===== src/design/ssst_pkg.sv =====
// Shared constants, types and sequencer states for the sample set statistics block.
`default_nettype none
package ssst_pkg;

  localparam int SET_SIZE = 10;
  localparam int LOG_N    = $clog2(SET_SIZE);
  localparam int CNT_W    = LOG_N;
  localparam int SMP_W    = 16;
  localparam int SUM_W    = SMP_W + LOG_N;
  localparam int SQ_W     = 2 * SMP_W - 1 + LOG_N;
  localparam int NUM_W    = 2 * SMP_W - 1 + 2 * LOG_N;
  localparam int ROOT_W   = (NUM_W + 1) / 2;
  localparam int RAD_W    = 2 * ROOT_W;
  localparam int ALU_W    = ROOT_W + 4;
  localparam int STEP_W   = $clog2(ROOT_W);
  localparam int MDV_W    = SUM_W + 1;
  localparam int DIV_MEAN = 2 * SET_SIZE;
  localparam int MEAN_K   = SUM_W + LOG_N + 2;
  localparam int MEAN_MW  = SUM_W + 3;
  localparam int MPROD_W  = MDV_W + MEAN_MW;
  localparam longint MEAN_MUL = ((longint'(1) << MEAN_K) + DIV_MEAN - 1) / DIV_MEAN;
  localparam int SD_K     = ROOT_W + LOG_N;
  localparam int SD_MW    = ROOT_W + 2;
  localparam int SPROD_W  = ROOT_W + SD_MW;
  localparam longint SD_MUL = ((longint'(1) << SD_K) + SET_SIZE - 1) / SET_SIZE;

  typedef logic signed [SMP_W-1:0] smp_t;

  localparam smp_t MIN_INIT = {1'b0, {(SMP_W-1){1'b1}}};
  localparam smp_t MAX_INIT = {1'b1, {(SMP_W-1){1'b0}}};

  typedef struct packed {
    smp_t                    minimum;
    smp_t                    maximum;
    logic signed [SUM_W-1:0] sum;
    logic [SQ_W-1:0]         sq_sum;
  } acc_t;

  typedef struct packed {
    logic idle;
    logic done;
  } seq_stat_t;

  typedef struct packed {
    smp_t             mean;
    logic [SMP_W-1:0] std_dev;
  } seq_res_t;

  typedef enum logic [2:0] {
    ST_IDLE,
    ST_MAG,
    ST_PROD,
    ST_DIVM,
    ST_DIVV,
    ST_SQRT,
    ST_DONE
  } seq_state_t;

endpackage
`default_nettype wire


===== src/design/ssst_accum.sv =====
// Per-set accumulator: sample count, running extremes, sum and sum of squares.
`default_nettype none
module ssst_accum (
  input  wire logic           clk,
  input  wire logic           rst_n,
  input  wire logic           en,
  input  wire logic           clr,
  input  wire ssst_pkg::smp_t sample,
  output ssst_pkg::acc_t      acc,
  output logic                last
);
  import ssst_pkg::*;

  logic [CNT_W-1:0]        cnt_r, cnt_nxt;
  smp_t                    min_r, min_nxt;
  smp_t                    max_r, max_nxt;
  logic signed [SUM_W-1:0] sum_r, sum_nxt;
  logic [SQ_W-1:0]         sq_r, sq_nxt;
  logic [SMP_W-1:0]        mag;
  logic [2*SMP_W-1:0]      sq;

  assign mag  = sample[SMP_W-1] ? $unsigned(-sample) : $unsigned(sample);
  assign sq   = mag * mag;
  assign last = (cnt_r >= CNT_W'(SET_SIZE - 1));

  always_comb begin
    cnt_nxt = cnt_r;
    min_nxt = min_r;
    max_nxt = max_r;
    sum_nxt = sum_r;
    sq_nxt  = sq_r;
    if (clr) begin
      cnt_nxt = '0;
      min_nxt = MIN_INIT;
      max_nxt = MAX_INIT;
      sum_nxt = '0;
      sq_nxt  = '0;
    end else if (en) begin
      if (sample < min_r) begin
        min_nxt = sample;
      end
      if (sample > max_r) begin
        max_nxt = sample;
      end
      sum_nxt = sum_r + SUM_W'(sample);
      sq_nxt  = sq_r + SQ_W'(sq);
      cnt_nxt = last ? '0 : cnt_r + 1'b1;
    end
  end

  always_ff @(posedge clk) begin
    if (!rst_n) begin
      cnt_r <= '0;
      min_r <= MIN_INIT;
      max_r <= MAX_INIT;
      sum_r <= '0;
      sq_r  <= '0;
    end else begin
      cnt_r <= cnt_nxt;
      min_r <= min_nxt;
      max_r <= max_nxt;
      sum_r <= sum_nxt;
      sq_r  <= sq_nxt;
    end
  end

  assign acc.minimum = min_r;
  assign acc.maximum = max_r;
  assign acc.sum     = sum_r;
  assign acc.sq_sum  = sq_r;

endmodule
`default_nettype wire


===== src/design/ssst_alu.sv =====
// Shared compare-subtract unit for the square root steps.
`default_nettype none
module ssst_alu (
  input  wire logic [ssst_pkg::ALU_W-1:0] a,
  input  wire logic [ssst_pkg::ALU_W-1:0] b,
  output logic                            ge,
  output logic [ssst_pkg::ALU_W-1:0]      diff
);
  import ssst_pkg::*;

  logic [ALU_W:0] wide;

  assign wide = {1'b0, a} - {1'b0, b};
  assign ge   = ~wide[ALU_W];
  assign diff = wide[ALU_W-1:0];

endmodule
`default_nettype wire


===== src/design/ssst_seq.sv =====
// Result sequencer: rounded mean by reciprocal multiply, deviation by repeated steps of the shared unit.
`default_nettype none
module ssst_seq (
  input  wire logic           clk,
  input  wire logic           rst_n,
  input  wire logic           start,
  input  wire logic           load,
  input  wire ssst_pkg::acc_t acc,
  output ssst_pkg::seq_stat_t stat,
  output ssst_pkg::seq_res_t  res,
  output logic                clr
);
  import ssst_pkg::*;

  seq_state_t        state_r, state_nxt;
  logic [STEP_W-1:0] step_r, step_nxt;
  logic [SUM_W-1:0]  mag_r, mag_nxt;
  logic              neg_r, neg_nxt;
  logic [NUM_W-1:0]  sqm_r, sqm_nxt;
  logic [NUM_W-1:0]  ns2_r, ns2_nxt;
  logic [MDV_W-1:0]  dvd_r, dvd_nxt;
  logic [ALU_W-1:0]  rem_r, rem_nxt;
  logic [RAD_W-1:0]  rad_r, rad_nxt;
  logic [ROOT_W-1:0] root_r, root_nxt;
  smp_t              mean_r, mean_nxt;
  logic [SMP_W-1:0]  sd_r, sd_nxt;

  logic [ALU_W-1:0]   alu_a, alu_b, alu_diff;
  logic               alu_ge;
  logic [2*SUM_W-1:0] msq;
  logic [NUM_W-1:0]   num;
  logic [MDV_W-1:0]   mdvd;
  logic [MPROD_W-1:0] mprod;
  logic [SPROD_W-1:0] sprod;
  logic [SMP_W-1:0]   qm;
  logic [SMP_W-1:0]   qs;

  ssst_alu u_alu (
    .a    (alu_a),
    .b    (alu_b),
    .ge   (alu_ge),
    .diff (alu_diff)
  );

  assign msq   = mag_r * mag_r;
  assign num   = (ns2_r >= sqm_r) ? ns2_r - sqm_r : '0;
  assign mdvd  = {mag_r, 1'b0} + MDV_W'(SET_SIZE);
  assign mprod = MPROD_W'(dvd_r) * MPROD_W'(MEAN_MUL);
  assign qm    = mprod[MEAN_K +: SMP_W];
  assign sprod = SPROD_W'(root_r) * SPROD_W'(SD_MUL);
  assign qs    = sprod[SD_K +: SMP_W];
  assign alu_a = {rem_r[ALU_W-3:0], rad_r[RAD_W-1 -: 2]};
  assign alu_b = ALU_W'({root_r, 2'b01});

  always_comb begin
    state_nxt = state_r;
    step_nxt  = step_r;
    mag_nxt   = mag_r;
    neg_nxt   = neg_r;
    sqm_nxt   = sqm_r;
    ns2_nxt   = ns2_r;
    dvd_nxt   = dvd_r;
    rem_nxt   = rem_r;
    rad_nxt   = rad_r;
    root_nxt  = root_r;
    mean_nxt  = mean_r;
    sd_nxt    = sd_r;
    clr       = 1'b0;
    unique case (state_r)
      ST_IDLE: begin
        if (start) begin
          state_nxt = ST_MAG;
        end
      end
      ST_MAG: begin
        neg_nxt   = acc.sum[SUM_W-1];
        mag_nxt   = acc.sum[SUM_W-1] ? $unsigned(-acc.sum) : $unsigned(acc.sum);
        state_nxt = ST_PROD;
      end
      ST_PROD: begin
        sqm_nxt   = NUM_W'(msq);
        ns2_nxt   = NUM_W'(acc.sq_sum) * NUM_W'(SET_SIZE);
        dvd_nxt   = mdvd;
        state_nxt = ST_DIVM;
      end
      ST_DIVM: begin
        mean_nxt  = neg_r ? $signed(-qm) : $signed(qm);
        rad_nxt   = RAD_W'(num);
        rem_nxt   = '0;
        root_nxt  = '0;
        step_nxt  = '0;
        state_nxt = ST_SQRT;
      end
      ST_SQRT: begin
        rem_nxt  = alu_ge ? alu_diff : alu_a;
        root_nxt = {root_r[ROOT_W-2:0], alu_ge};
        rad_nxt  = rad_r << 2;
        step_nxt = step_r + 1'b1;
        if (step_r == STEP_W'(ROOT_W - 1)) begin
          step_nxt  = '0;
          state_nxt = ST_DIVV;
        end
      end
      ST_DIVV: begin
        sd_nxt    = qs;
        state_nxt = ST_DONE;
      end
      ST_DONE: begin
        if (load) begin
          clr       = 1'b1;
          state_nxt = ST_IDLE;
        end
      end
      default: begin
        state_nxt = ST_IDLE;
      end
    endcase
  end

  always_ff @(posedge clk) begin
    if (!rst_n) begin
      state_r <= ST_IDLE;
      step_r  <= '0;
    end else begin
      state_r <= state_nxt;
      step_r  <= step_nxt;
    end
  end

  always_ff @(posedge clk) begin
    mag_r  <= mag_nxt;
    neg_r  <= neg_nxt;
    sqm_r  <= sqm_nxt;
    ns2_r  <= ns2_nxt;
    dvd_r  <= dvd_nxt;
    rem_r  <= rem_nxt;
    rad_r  <= rad_nxt;
    root_r <= root_nxt;
    mean_r <= mean_nxt;
    sd_r   <= sd_nxt;
  end

  assign stat.idle   = (state_r == ST_IDLE);
  assign stat.done   = (state_r == ST_DONE);
  assign res.mean    = mean_r;
  assign res.std_dev = sd_r;

endmodule
`default_nettype wire


===== src/design/sample_set_statistics.sv =====
// Sample set statistics top level: min, max, rounded mean and deviation per set of samples.
// Samples other than the last of a set are taken one per cycle; the last starts the sequencer,
// mostly a ROOT_W-step square root on one shared unit. The input stalls meanwhile, and longer
// while a stalled output item blocks it. Synchronous active-low reset clears the set and drops
// any pending result.
`default_nettype none
module sample_set_statistics (
  input  wire logic           clk,
  input  wire logic           rst_n,
  input  wire logic           in_valid,
  output logic                in_stall,
  input  wire logic signed [15:0] in_sample,
  output logic                out_valid,
  input  wire logic           out_stall,
  output logic signed [15:0]  out_minimum,
  output logic signed [15:0]  out_maximum,
  output logic signed [15:0]  out_mean,
  output logic [15:0]         out_std_dev
);
  import ssst_pkg::*;

  acc_t      acc;
  seq_stat_t stat;
  seq_res_t  res;
  logic      accept, last, clr, load;

  logic             out_valid_r, out_valid_nxt;
  smp_t             min_r, max_r, mean_r;
  logic [SMP_W-1:0] sd_r;

  assign in_stall = ~stat.idle;
  assign accept   = in_valid & ~in_stall;
  assign load     = stat.done & (~out_valid_r | ~out_stall);

  ssst_accum u_accum (
    .clk    (clk),
    .rst_n  (rst_n),
    .en     (accept),
    .clr    (clr),
    .sample (in_sample),
    .acc    (acc),
    .last   (last)
  );

  ssst_seq u_seq (
    .clk   (clk),
    .rst_n (rst_n),
    .start (accept & last),
    .load  (load),
    .acc   (acc),
    .stat  (stat),
    .res   (res),
    .clr   (clr)
  );

  assign out_valid_nxt = load | (out_valid_r & out_stall);

  always_ff @(posedge clk) begin
    if (!rst_n) begin
      out_valid_r <= 1'b0;
    end else begin
      out_valid_r <= out_valid_nxt;
    end
  end

  always_ff @(posedge clk) begin
    if (load) begin
      min_r  <= acc.minimum;
      max_r  <= acc.maximum;
      mean_r <= res.mean;
      sd_r   <= res.std_dev;
    end
  end

  assign out_valid   = out_valid_r;
  assign out_minimum = min_r;
  assign out_maximum = max_r;
  assign out_mean    = mean_r;
  assign out_std_dev = sd_r;

endmodule
`default_nettype wire


===== config.mk =====
export PLATFORM = sky130hd
export DESIGN_NAME = sample_set_statistics
export DESIGN_NICKNAME = d
export VERILOG_FILES = /design/src/design/ssst_pkg.sv /design/src/design/ssst_accum.sv /design/src/design/ssst_alu.sv /design/src/design/ssst_seq.sv /design/src/design/sample_set_statistics.sv
export SDC_FILE = /design/constraint.sdc
export NUM_CORES = 2
export LEC_CHECK = 0
export ABC_AREA = 1
export BUFFER_PORTS_ARGS = -buffer_cell sky130_fd_sc_hd__buf_4
export CORE_MARGIN = 2
export CORE_UTILIZATION = 50
export CTS_CLUSTER_DIAMETER = 80
export DETAILED_ROUTE_END_ITERATION = 6
export PLACE_DENSITY = 0.66
export SETUP_SLACK_MARGIN = 0.1
export SLEW_MARGIN = 30
export SYNTH_ARGS = -nofsm -noshare
export SYNTH_HDL_FRONTEND = slang
export SYNTH_HIERARCHICAL = 1
export SYNTH_SLANG_ARGS = --single-unit

===== constraint.sdc =====
create_clock -name clk -period 8.9 [get_ports clk]
set_input_delay 1.335 -clock clk [delete_from_list [all_inputs] [get_ports clk]]
set_output_delay 1.335 -clock clk [all_outputs]
set_load 0.02 [all_outputs]

; ---- Word-level counts from Yosys, hierarchy flattened
; Cells that the tools add are included.
; Widths: inputs -> output; s select.
[totals]
reg_bits = 397
latchBits = 0
ramBits = 0
romBits = 0
input_bits = 20
elab_cells = 86
mem_count = 0
[op_classes]
add_sub_neg = 10
mul = 5
n_div = 0
magnitude_cmp = 4
eq_ne = 10
shifts = 0
n_mux = 17
bitwise = 11
n_reduce_logical = 6
[op_table]
columns = op, n
row1 = $pmux 40 s2, 1
row2 = $pmux 22 s2, 1
row3 = $mul 21x20->40 const B, 1
row4 = $pmux 20 s2, 1
row5 = $ge 39x39->1, 1
row6 = $mul 20x20->39, 1
row7 = $mul 20x20->39 const B, 1
row8 = $mux 39, 1
row9 = $sub 39x39->39, 1
row10 = $mul 35x3->38 const B, 1
row11 = $add 35x32->35, 1
row12 = $mul 16x16->32, 1
row13 = $mux 16, 2
row14 = $neg 16->16, 2
row15 = $sub 24x22->25, 1
row16 = $mux 22, 1
row17 = $add 21x4->21 const B, 1
row18 = $pmux 3 s7, 1
row19 = $add 20x16->20, 1
row20 = $neg 20->20, 1
row21 = $mux 19, 1
row22 = $gt 16x16->1, 1
row23 = $lt 16x16->1, 1
row24 = $pmux 5 s2, 1
row25 = 20 further kinds, 37

; ---- Depth between registers and ports, before layout
[depth]
ltp_word = 6
depth_mapped = 36
ltp_nobuf = 35

; ---- Hierarchy
; The synthesis kept the hierarchy.
[by_module_without_submodules]
columns = mod, instances, cells_each, area_each_um2, seq_area_each_um2
row1 = ssst_seq, 1, 4755, 41060.6, 7096.8
row2 = ssst_accum, 1, 1994, 14425.1, 1821.7
row3 = sample_set_statistics, 1, 75, 1985.7, 1941.9
row4 = ssst_alu, 1, 392, 1904.3, 0.0

; ---- Worst setup path before layout
; OpenSTA, ideal clock, no wires.
[synth_timing]
kind = input to register
startpoint = input in_sample[0]
endpoint = register u_accum.sq_r[29]
t_arrival_ns = 7.488
required_time_ns = 8.791
setup_slack_ns = 1.303
path_stages = 34
cell_sequence = inv_2 -> clkbuf_1 -> ha_1 -> nand3_2 -> nor3_4 -> nand2_1 -> xor2_1 -> nand2_1 -> nand2_1 -> buf_2 -> nor2_1 -> inv_1 -> fa_1 -> inv_1 -> fa_1 -> inv_1 -> fa_1 -> inv_1 -> fa_1 -> fa_1 -> inv_1 -> fa_1 -> inv_1 -> ha_1 -> a21oi_1 -> o21ai_0 -> a21oi_1 -> nor2_1 -> nor2_1 -> nand2_1 -> nand2_1 -> nand3_1 -> nand2_1 -> inv_1
[synth_between]
elab_chain_len = 4
[synth_lines]
columns = item, line_no
row1 = start: declaration, sample_set_statistics.sv:12  ; input wire logic signed [15:0] in_sample,
row2 = $neg 16->16, ssst_accum.sv:22  ; assign mag = sample[SMP_W-1] ? $unsigned(-sample) : $unsigned(sample);
row3 = $mux 16 *, ssst_accum.sv:22
row4 = $mul 16x16->32 *, ssst_accum.sv:23  ; assign sq = mag * mag;
row5 = $add 35x32->35 *, ssst_accum.sv:46  ; sq_nxt = sq_r + SQ_W'(sq);
row6 = end signal: assignment, ssst_accum.sv:63  ; sq_r <= sq_nxt;
row7 = end: declaration, ssst_accum.sv:18  ; logic [SQ_W-1:0] sq_r, sq_nxt;
; Mark *: on every way between the ends. The rest lies on a longest branch, timed or not.
; A chain may end at the register's enable or synchronous reset.

; ---- Worst setup path in the final report
[layout_timing]
startpoint = input in_sample[0]
endpoint = register u_accum.sq_r[31]
; The elaborated chain is that of the path after synthesis.

==> results_dict.tcl <==
set metrics [dict create \
    outcome "complete, no violations" \
    fin_nets 8865 \
    syn2layout_area_growth_pct 7.23 \
    path_common_cell "inv_1" \
    regArea_mm2 0.0109 \
    fin_crit_sh 0.852 \
    multi_input_area_mm2 0.0411 \
    crit_slowest_cell "fa_1" \
    synth.cell_area_mm2 0.0592 \
    tightest_slew_ps 917 \
    grt_max_degree 79 \
    crit_fanout 9 \
    fmax_mhz 132 \
    final_cell_mix "inv_1, nand2_1, ha_1" \
    pin_count 86 \
    fillCellCount 11100 \
    min_path_type "register to register" \
    drt_iter0_markers 2675 \
    initial_utilization 0.503 \
    cts_buffers 50 \
    crit_type "primary input to register" \
    slew_headroom 0.389 \
    gp_congestion 0.937 \
    die_h_um 348 \
    design.die.area_mm2 0.121 \
    finalMaxSlewViolations 0 \
    fp.dieW_um 348 \
    yosysWarnings 6 \
    clk_pin_slew_ps 60 \
    ctsHtreeMaxLevel 2 \
    core-area_mm2 0.118 \
    drive_gt1_frac 0.0462 \
    grt_usage 0.258 \
    hpwl_um 128000 \
    drc 0 \
    worstRegToRegCells 26 \
    drt-pass1-iter-count 6 \
    synthCells 7183 \
    worstHoldPathCells 0 \
    synth.avg_cell_area_um2 8.25 \
    cts_resized 0 \
    fp-row-count 126 \
    setup_viol 0 \
    cap_violations 0 \
    clock_skew_ps 27.2 \
    clock-sinks 395 \
    cts_hold_buf 0 \
    vias 45700 \
    start_kind "primary input" \
    setup_tns_ps 0 \
    cp-end-kind "register" \
    antenna_found_initial 4 \
    drtAntennaViolNets 0 \
    tritoncts "yes" \
    arrival_ps 8110 \
    overflow 0 \
    detail_route.wirelength_um 152000 \
    clkLatencyLatePin_ps 650 \
    wl_per_cell_um 17.2 \
    rsz0062_at_grt "no" \
    cts_root_buf "clkbuf_16" \
    final_common_cell "inv_1" \
    period_minus_slack_ps 7580 \
    cts_setup_buffers 0 \
    vias_per_cell 5.17 \
    io_buffers 85 \
    grt_pass1_vias 47000 \
    hold_violations 0 \
    clock_path_buffers 3 \
    slowest_delay_ps 550 \
    grt_first_pass_wirelength_um 248000 \
    cp.required_ps 9430 \
]
flip-flops by register name (all words and copies together) (netlist names), 22 cells and up:
name / cells
u_seq/rad_r: 40
u_seq/ns2_r: 38
u_seq/sqm_r: 38
u_accum/sq_r: 35
u_seq/rem_r: 22
path summary, 6_finish.rpt:
check                        from               end  slack [ps]
setup reg to reg   u_seq/mag_r[7]   u_seq/sqm_r[31]        1340
hold / removal    u_seq/mean_r[6]       out_mean[6]         420
setup / recovery     in_sample[0]  u_accum/sq_r[31]        1320
hold reg to reg   u_seq/mean_r[6]       out_mean[6]         420
layout make-up:
type,instances,area share
diodes,1,0.0000394
flip-flops and latches,395,0.171
inverters,1858,0.110
clock buffers,65,0.0219
multi-input cells,4841,0.647
repair buffers,123,0.0147
clock inverters,29,0.00550
well taps,1536,0.0303
stage by stage:
| stage | instances | util | instance area (um^2) | setup WS (ps) | hold slack [ps] |
|---|---|---|---|---|---|
| after global routing | 8848 | 0.539 | 63500 | 832 | 424 |
| after global placement | 8752 | 0.524 | 61700 | 809 | 402 |
| after floorplan | 7195 | - | 59300 | 1300 | 400 |
| final | 8848 | 0.539 | 63500 | 1320 | 416 |
| after CTS | 8846 | 0.539 | 63500 | 1170 | 418 |
| after detailed placement | 8752 | 0.524 | 61800 | 692 | 405 |
worst max-delay path: cells and delay by family:
kind / cells / cell delay [ps]
xor gates and xnor gates: 1 / 150
AOI/OAI and AO/OA: 3 / 650
adders and majority gates: 8 / 3800
and+or+nand+nor: 12 / 1450
buffers and inverters: 9 / 780
layer usage:
layer / routed length [um] / GRT usage
met1: 66600 / 0.343
met5: 0 / 0
met4: 4840 / 0.0778
met2: 73800 / 0.442
met3: 6870 / 0.0263
Power is left out: the tool's default activity adds up to more than one toggle a clock period on the data nets, which glitch-free logic cannot reach.
